## src/hdl/assert_macros.svh

```systemverilog
// Assertion macros shared by the frame checker RTL.
// No dependencies; included by the modules that carry assertions.
`ifndef ASSERT_MACROS_SVH
`define ASSERT_MACROS_SVH

// Clocked assertion, disabled while reset is asserted.
`define ASSERT_CLK(label, clk, rst_n, prop, msg) \
  label: assert property (@(posedge clk) disable iff (!rst_n) (prop)) \
    else $error(msg);

// Clocked assertion that a condition never holds.
`define ASSERT_NEVER(label, clk, rst_n, cond, msg) \
  label: assert property (@(posedge clk) disable iff (!rst_n) !(cond)) \
    else $error(msg);

`endif

```

## src/hdl/dcrfc_pkg.sv

```systemverilog
// Shared types and constants for the DDC/CI reply frame checker.
// No dependencies; used by the interfaces and all modules.
`default_nettype none

package dcrfc_pkg;

  // Field widths
  localparam int unsigned BYTE_W   = 8;
  localparam int unsigned ADDR_W   = 7;
  localparam int unsigned LEN_W    = 7;
  localparam int unsigned STATUS_W = 3;

  // Largest payload length the frame format can carry
  localparam int unsigned MAX_FRAME_PAYLOAD = 127;

  // Protocol constants
  localparam logic [BYTE_W-1:0] XOR_SEED = 8'h50;

  // Configuration port
  localparam int unsigned CFG_IDX_W  = 1;
  localparam int unsigned CFG_DATA_W = 7;
  localparam logic [CFG_IDX_W-1:0] CFG_DEVICE_ADDRESS = 1'b0;
  localparam logic [CFG_IDX_W-1:0] CFG_MAX_PAYLOAD    = 1'b1;
  localparam logic [ADDR_W-1:0] DEVICE_ADDRESS_RST = 7'd55;
  localparam logic [LEN_W-1:0]  MAX_PAYLOAD_RST    = 7'd32;

  // Frame phase, one-hot
  typedef enum logic [3:0] {
    PH_IDLE     = 4'b0001,
    PH_LENGTH   = 4'b0010,
    PH_PAYLOAD  = 4'b0100,
    PH_CHECKSUM = 4'b1000
  } phase_e;

  typedef enum logic [STATUS_W-1:0] {
    ST_OK         = 3'd0,
    ST_BAD_SOURCE = 3'd1,
    ST_NO_FLAG    = 3'd2,
    ST_TOO_LONG   = 3'd3,
    ST_BAD_SUM    = 3'd4
  } status_e;

  typedef enum logic {
    KIND_PAYLOAD = 1'b0,
    KIND_STATUS  = 1'b1
  } kind_e;

  // One result item
  typedef struct packed {
    kind_e              kind;
    logic [BYTE_W-1:0]  payload_byte;
    logic [LEN_W-1:0]   payload_index;
    status_e            frame_status;
    logic [LEN_W-1:0]   payload_length;
  } result_t;

endpackage

`default_nettype wire

```

## src/hdl/dcrfc_core.sv

```systemverilog
// Frame state and per-byte check logic: header, payload and checksum.
// Depends on dcrfc_pkg and assert_macros.svh.
`default_nettype none
`include "assert_macros.svh"

module dcrfc_core #(
  parameter int unsigned MaxFramePayload = dcrfc_pkg::MAX_FRAME_PAYLOAD
) (
  input  wire logic                          clk_i,
  input  wire logic                          rst_ni,
  input  wire logic                          acc_i,
  input  wire logic [dcrfc_pkg::BYTE_W-1:0]  rx_byte_i,
  input  wire logic                          frame_start_i,
  input  wire logic [dcrfc_pkg::ADDR_W-1:0]  device_address_i,
  input  wire logic [dcrfc_pkg::LEN_W-1:0]   max_payload_i,
  output logic                               res_valid_o,
  output dcrfc_pkg::result_t                 res_o
);
  import dcrfc_pkg::*;

  localparam int unsigned PosW = $clog2(MaxFramePayload + 1);
  localparam logic [LEN_W-1:0] MaxLen = LEN_W'(MaxFramePayload);

  phase_e            phase_q, phase_d;
  logic [PosW-1:0]   pos_q, pos_d;
  logic [PosW-1:0]   exp_q, exp_d;
  logic [BYTE_W-1:0] xor_q, xor_d;

  logic [LEN_W-1:0]  len;
  logic [PosW-1:0]   pos_inc;
  logic [BYTE_W-1:0] xor_next;

  assign len      = rx_byte_i[LEN_W-1:0];
  assign pos_inc  = pos_q + PosW'(1);
  assign xor_next = xor_q ^ rx_byte_i;

  // Next state and result for one accepted byte
  always_comb begin
    phase_d     = phase_q;
    pos_d       = pos_q;
    exp_d       = exp_q;
    xor_d       = xor_q;
    res_valid_o = 1'b0;
    res_o       = '{kind: KIND_STATUS, payload_byte: '0, payload_index: '0,
                    frame_status: ST_OK, payload_length: '0};
    if (acc_i) begin
      if (frame_start_i) begin
        // New frame: source byte must be twice the device address
        pos_d = '0;
        exp_d = '0;
        if (rx_byte_i != {device_address_i, 1'b0}) begin
          xor_d              = XOR_SEED;
          phase_d            = PH_IDLE;
          res_valid_o        = 1'b1;
          res_o.frame_status = ST_BAD_SOURCE;
        end else begin
          xor_d   = XOR_SEED ^ rx_byte_i;
          phase_d = PH_LENGTH;
        end
      end else begin
        unique case (phase_q)
          PH_LENGTH: begin
            if (!rx_byte_i[BYTE_W-1]) begin
              phase_d            = PH_IDLE;
              res_valid_o        = 1'b1;
              res_o.frame_status = ST_NO_FLAG;
            end else if (len > max_payload_i || len > MaxLen) begin
              phase_d              = PH_IDLE;
              res_valid_o          = 1'b1;
              res_o.frame_status   = ST_TOO_LONG;
              res_o.payload_length = len;
            end else begin
              xor_d   = xor_next;
              exp_d   = PosW'(len);
              pos_d   = '0;
              phase_d = (len == '0) ? PH_CHECKSUM : PH_PAYLOAD;
            end
          end
          PH_PAYLOAD: begin
            res_valid_o          = 1'b1;
            res_o.kind           = KIND_PAYLOAD;
            res_o.payload_byte   = rx_byte_i;
            res_o.payload_index  = LEN_W'(pos_q);
            res_o.payload_length = LEN_W'(exp_q);
            xor_d                = xor_next;
            pos_d                = pos_inc;
            if (pos_inc >= exp_q) begin
              phase_d = PH_CHECKSUM;
            end
          end
          PH_CHECKSUM: begin
            xor_d                = xor_next;
            phase_d              = PH_IDLE;
            res_valid_o          = 1'b1;
            res_o.frame_status   = (xor_next == '0) ? ST_OK : ST_BAD_SUM;
            res_o.payload_length = LEN_W'(exp_q);
          end
          default: begin
            // idle: bytes outside a frame are dropped
          end
        endcase
      end
    end
  end

  // Frame state registers
  always_ff @(posedge clk_i or negedge rst_ni) begin
    if (!rst_ni) begin
      phase_q <= PH_IDLE;
      pos_q   <= '0;
      exp_q   <= '0;
      xor_q   <= XOR_SEED;
    end else begin
      phase_q <= phase_d;
      pos_q   <= pos_d;
      exp_q   <= exp_d;
      xor_q   <= xor_d;
    end
  end

  `ASSERT_CLK(a_pos_below_len, clk_i, rst_ni,
              phase_q == PH_PAYLOAD |-> pos_q < exp_q,
              "payload position reached length while still in payload phase")
  `ASSERT_CLK(a_sum_pos_eq_len, clk_i, rst_ni,
              phase_q == PH_CHECKSUM |-> pos_q == exp_q,
              "checksum phase entered before all payload bytes")
  `ASSERT_CLK(a_payload_emits, clk_i, rst_ni,
              acc_i && !frame_start_i && phase_q == PH_PAYLOAD |->
                res_valid_o && res_o.kind == KIND_PAYLOAD,
              "payload byte produced no payload result")

endmodule

`default_nettype wire

```

## config.mk

```make
export PLATFORM = sky130hd
export DESIGN_NAME = dcrfc_core
export DESIGN_NICKNAME = d
export VERILOG_FILES = /design/src/hdl/dcrfc_pkg.sv /design/src/hdl/dcrfc_core.sv
export VERILOG_INCLUDE_DIRS = /design/src /design/src/hdl
export SDC_FILE = /design/constraint.sdc
export NUM_CORES = 1
export LEC_CHECK = 0
export ABC_CLOCK_PERIOD_IN_PS = 5000
export BUFFER_PORTS_ARGS = -buffer_cell sky130_fd_sc_hd__buf_2
export CORE_ASPECT_RATIO = 0.8
export CORE_MARGIN = 3
export CORE_UTILIZATION = 50
export CTS_CLUSTER_DIAMETER = 150
export DETAILED_ROUTE_END_ITERATION = 12
export HOLD_SLACK_MARGIN = 0.1
export PLACE_DENSITY = 0.75
export REMOVE_ABC_BUFFERS = 1
export SLEW_MARGIN = 40
export SYNTH_ARGS = -nofsm -noshare
export SYNTH_HDL_FRONTEND = slang
export SYNTH_SLANG_ARGS = --single-unit
```

## constraint.sdc

```tcl
create_clock -name clk_i -period 5 [get_ports clk_i]
set_clock_uncertainty 0.2 [all_clocks]
set_input_delay 0 -clock clk_i [delete_from_list [all_inputs] [get_ports clk_i]]
set_output_delay 0 -clock clk_i [all_outputs]
set_load 0.02 [all_outputs]
```

# Word level (Yosys, flattened, before mapping)
# Cells that the tools add are included.
[word_totals]
regBits = 26
input_bits = 26
latchBits = 0
memories = 0
word_cells = 69
rom_bits = 0
ramBits = 0
out_inout_bits = 27
[classes]
div_mod_pow = 0
magnitude_cmp = 3
shift = 0
n_reduce_logical = 13
eq_ne = 8
n_bitwise = 2
multipliers = 0
add_sub_neg = 1
mux = 38
[ops]
columns = ["cell", "n"]
rows = [
  ["7-bit two-way mux", 9],
  ["16-bit two-way mux", 2],
  ["8-bit two-way mux", 4],
  ["7-bit case mux with 2 select lines", 2],
  ["26-bit two-way mux", 1],
  ["4-bit two-way mux", 5],
  ["8-bit case mux with 2 select lines", 1],
  ["4-bit case mux with 3 select lines", 1],
  ["4-bit AND reduction", 3],
  ["9-bit two-way mux", 1],
  ["3-bit inequality test, second input constant", 3],
  ["8-bit zero test", 1],
  ["8-bit inequality test", 1],
  ["8-bit XOR", 1],
  ["7-bit by 1-bit adder with 7-bit output, second input constant", 1],
  ["7-bit greater-or-equal comparator", 1],
  ["7-bit greater-than comparator", 1],
  ["7-bit greater-than comparator, second input constant", 1],
  ["7-bit zero test", 1],
  ["1-bit two-way mux", 6],
  ["3-bit two-way mux", 2],
  ["3-bit case mux with 2 select lines", 1],
  ["3-bit nonzero test", 2],
  ["4-bit by 2-bit equality test with 1-bit output, second input constant", 1],
  ["11 further kinds", 13],
]

# Logic depth before layout (Yosys ltp)
[depth]
word_depth = 7
depth_mapped = 10
mapped_depth_nobuf = 10

# Least setup slack after synthesis
# Ideal clock, no wire load.
[synth_timing]
kind = "reg-to-reg"
start = "reg pos_q[0]"
end = "reg phase_q[2]"
path_slack_ns = 2.366
synth_period_minus_slack_ns = 2.634
required_time_ns = 4.675
stages_incl_launch_ff = 10
t_arrival_ns = 2.309
setup_time_ns = 0.125
path_buffers = 0
path_cell_list = "dfrtp_1 > ha_1 > nand3_1 > nor3_1 > xor2_1 > ha_1 > nand4_1 > o21ai_0 > o41ai_2 > mux2_2"
[synth_between]
elab_chain_len = 4
[synth_rtl]
columns = ["element", "line", "source"]
rows = [
  ["from (decl)", "dcrfc_core.sv:25", "logic [PosW-1:0] pos_q, pos_d;"],
  ["from (signal assigned)", "dcrfc_core.sv:115", "pos_q <= pos_d;"],
  ["7-bit by 1-bit adder with 7-bit output", "dcrfc_core.sv:34", "assign pos_inc = pos_q + PosW'(1);"],
  ["7-bit greater-or-equal comparator", "dcrfc_core.sv:87", "if (pos_inc >= exp_q) begin"],
  ["3-bit inequality test (no source line)", "n/a", ""],
  ["3-bit AND reduction (no source line)", "n/a", ""],
  ["to (signal assigned)", "dcrfc_core.sv:114", "phase_q <= phase_d;"],
  ["to (decl)", "dcrfc_core.sv:24", "phase_e phase_q, phase_d;"],
]
# Every way passes these cells.
# A chain may end at the register's enable or synchronous reset.

# Final worst setup path
[layout_timing]
start = "in rx_byte_i[4] in the netlist's numbering"
end = "reg exp_q[0]"
[layout_between]
elab_chain_len = 4
word_cells_on_any_way = 5
cone_classes = "order compare: 2; eq/ne: 1; reduce/logical: 2"
[layout_rtl]
columns = ["element", "line", "source"]
rows = [
  ["from (decl)", "dcrfc_core.sv:12", "input wire logic [dcrfc_pkg::BYTE_W-1:0] rx_byte_i,"],
  ["7-bit greater-than comparator", "dcrfc_core.sv:67", "end else if (len > max_payload_i || len > MaxLen) begin"],
  ["1-bit logical OR (*)", "dcrfc_core.sv:67", ""],
  ["2-bit inequality test (no source line) (*)", "n/a", ""],
  ["4-bit AND reduction (no source line) (*)", "n/a", ""],
  ["to (signal assigned)", "dcrfc_core.sv:116", "exp_q <= exp_d;"],
  ["to (decl)", "dcrfc_core.sv:26", "logic [PosW-1:0] exp_q, exp_d;"],
]
# Mark *: on every way between the ends. The rest lies on a longest branch, timed or not.

==> impl_metrics.ini <==
[status]
status = finished, final reports clean

[floorplanning]
die_y_um = 66.9
ios = 53
die_area_sq_um = 5500
core_area_sq_um = 4340
fp-row-count = 21
die_w_um = 82.2
start_util_pct = 53.5

[routing]
drtAntennaViolNets = 0
wl_per_cell_um = 16.3
drt-met1-wl_um = 3120
drtIter0Drc = 242
highest_layer = met4
vias = 2431
wl_met3_um = 590
met2_length_um = 2890
viasPerCell = 5.99
wl_um = 6640
firstDrtPassIters = 5
drc_errors = 0

[logic_synthesis]
ys_warn_count = 0
syn_inst = 295
synth_flop_cell = dfrtp_1
netlist.area_leader.share_pct = 24.8
synth_compound_area_share_pct = 23.0
synth_edf_count = 0
synth_top_area_cell = dfrtp_1
synth_mux_area_share_pct = 2.32
synth_area_leaders = dfrtp_1 25%, ha_1 8.1%, a21oi_1 5.0%, a22oi_1 4.2%, nor2_1 4.2%
ys_ff_latch = 26
synthArstFlopShare_pct = 100
synth_cell_types = 48
synth_top_family_by_area = simple AND/OR/NAND/NOR gates
synthAdderAreaFrac_pct = 8.09
yosys.area_share.simple_pct = 26.4
syn_avg_cell_area_sq_um = 7.86
synth_xor_area_share_pct = 5.66
netlist_area_sq_um = 2320
synth_sequential_area_ratio_pct = 28.2

[critical_path]
r2r-end = xor_q[1]
critPathMaxFanout = 10
r2r_slack_ns = 1.99
arrival_ns = 3.33
crit_path_end_kind = flop
r2r_start = phase_q[2]
worstSetupStartpointType = input pin
slowest_stage = o22ai_1
ff2ff_path_depth = 7
cp_data_required_time_ns = 4.98
path_class = in -> reg
max_stage_delay_ns = 0.59
worstPathCellList = dlygate4sd3_1, buf_2, ha_1, a21oi_1, o21ai_0, o22ai_1, nand3_1, a21oi_1, o22ai_1, dlygate4sd3_1

[run]
max_cap_violations = 0

[timing]
setup_violations = 0
post-route-min-period_ns = 3.36
drv_slew = 0
worst_pin_slew_ns = 0.751
min_period_over_period_pct = 67.1
rsz0062_at_grt = no
hold_viol = 0
finalSetupTns_ns = 0
max_freq_ghz = 0.298
max-slew-margin-rel_pct = 49.8

[min_path]
hold_class = in -> reg
min_from = device_address_i[6]
min_path_cells = 5
holdPathEnd = phase_q[0]

[grt]
grt_max_degree = 38
antenna_found_initial = 0
grt_pass1_vias = 2184
grt_first_pass_wirelength_um = 10700
grtUsageTotal_pct = 25.3
grt_overflow = 0

[clock_network]
cts_resized = 0
cts.sinks = 26
cts_buffer_depth = 2
cts_tree = yes
numCtsBuffers = 3
cts_root_buf = clkbuf_8
clk_pin_slew_ns = 0.10
h-tree-depth = 1
clk_latency_ns = 0.28

[pwr]
power_density_nw_per_um2 = 260
p_leak_nw = 1.26
irDropWorstVdd_mv = 0.137

[cells_and_area]
fin_cells = 406
area_growth_pct = 20.1
drive_gt1_share_pct = 19.8
fillers = 373
ff_latch_area_sq_um = 654
antenna_cells = 0
nets = 391
post-route-util_pct = 64.3
multi_input_area_sq_um = 1530

[place]
detailed_place_hpwl_um = 4650
io_buffers = 52
dp_cells = 387
place_congestion = 0.892
==> what timing repair did <==
item / CTS / global route
hold endpoints to repair: 45 / 0
setup buffers: 0 / 0
hold buffers: 15 / 0
==> state kept, by name, summed over array words and instances (netlist names) <==
signal,flops
exp_q,7
phase_q,4
pos_q,7
xor_q,8
==> cell usage in the layout, fill, tap and decap left out, types with 5 or more instances in the layout <==
master         count
nor3_1            13
nor4_1             5
inv_1             20
a22oi_1           13
o22ai_1           10
xnor2_1            6
a21oi_1           23
dlygate4sd3_1     14
dfrtp_1           23
o21ai_0           16
and2_1            11
nand2_1           21
xor2_1             9
ha_1              15
nor2_1            26
nor2b_1           14
buf_2             53
==> how the worst max path moves through the flow <==
stage                      start         end  slack, ns  cells after the start
floorplan               pos_q[0]  phase_q[2]       2.37                      9
global placement        pos_q[0]  phase_q[2]       2.21                      9
detailed placement      pos_q[0]  phase_q[2]       2.08                      9
CTS                 rx_byte_i[4]    exp_q[0]       1.73                     10
global route        rx_byte_i[4]    exp_q[0]       1.43                     10
finish              rx_byte_i[4]    exp_q[0]       1.64                     10
==> cells by family (layout without fill, tap and decap cells) <==
logic type,Yosys count,count (layout)
muxes,5,5
AOI/OAI and AO/OA,81,81
xor gates and xnor gates,15,15
and+or+nand+nor,116,116
adders and majority gates,15,15
DFF,26,26
buffers and inverters,37,91
==> metrics by stage <==
stage               cell area [sq um]  hold slack (ns)  total power (W)  setup WS (ns)
global route                     2790            0.174         0.000778           1.43
floorplan                        2250           -0.496         0.000482           2.37
detailed placement               2580           -0.155         0.000567           2.08
CTS                              2780            0.136         0.000721           1.73
global placement                 2580           -0.149         0.000558           2.21
finish                           2790            0.149         0.000723           1.64
==> cell usage after synthesis (2+ instances only) <==
cell type / instances
nor2_1: 26
a21oi_1: 23
dfrtp_1: 23
nand2_1: 21
inv_1: 20
o21ai_0: 16
clkbuf_1: 15
ha_1: 15
nor2b_1: 14
a22oi_1: 13
nor3_1: 13
and2_1: 11
o22ai_1: 10
xor2_1: 9
xnor2_1: 6
nor4_1: 5
nand2b_1: 4
nand3_1: 4
nand3b_1: 4
nand4_1: 4
a21o_1: 3
and3_1: 3
dfstp_2: 3
mux2_2: 3
a31oi_1: 2
mux2i_1: 2
or3_1: 2
==> power breakdown <==
| group | leakage [nW] | internal, W | total (W) | switching [W] |
|---|---|---|---|---|
| Sequential | 0.335 | 0.000261 | 0.000311 | 0.0000497 |
| Combinational | 0.894 | 0.000126 | 0.000273 | 0.000147 |
| Clock | 0.0288 | 0.0000706 | 0.000140 | 0.0000693 |
| Total | 1.26 | 0.000457 | 0.000723 | 0.000266 |
==> routing by layer <==
metal,track usage (%),up-vias
li1,-,1163
met5,0,-
met2,38.9,127
met3,4.46,8
met4,4.98,0
met1,36.8,1133
==> layout make-up <==
| type | count | share of cell area [%] |
|---|---|---|
| multi-input combinational | 232 | 54.7 |
| tap | 57 | 2.56 |
| inverter | 20 | 2.69 |
| sequential | 26 | 23.5 |
| clock buffer | 4 | 1.98 |
| timing repair buffer | 67 | 14.5 |
==> critical path: cells and delay by family <==
kind	cells	cell delay [ns]
simple gates	1	0.47
buf+inv	3	1.32
compound gates	5	1.21
fa+ha+maj	1	0.34
(Power assumes the default switching activity.)
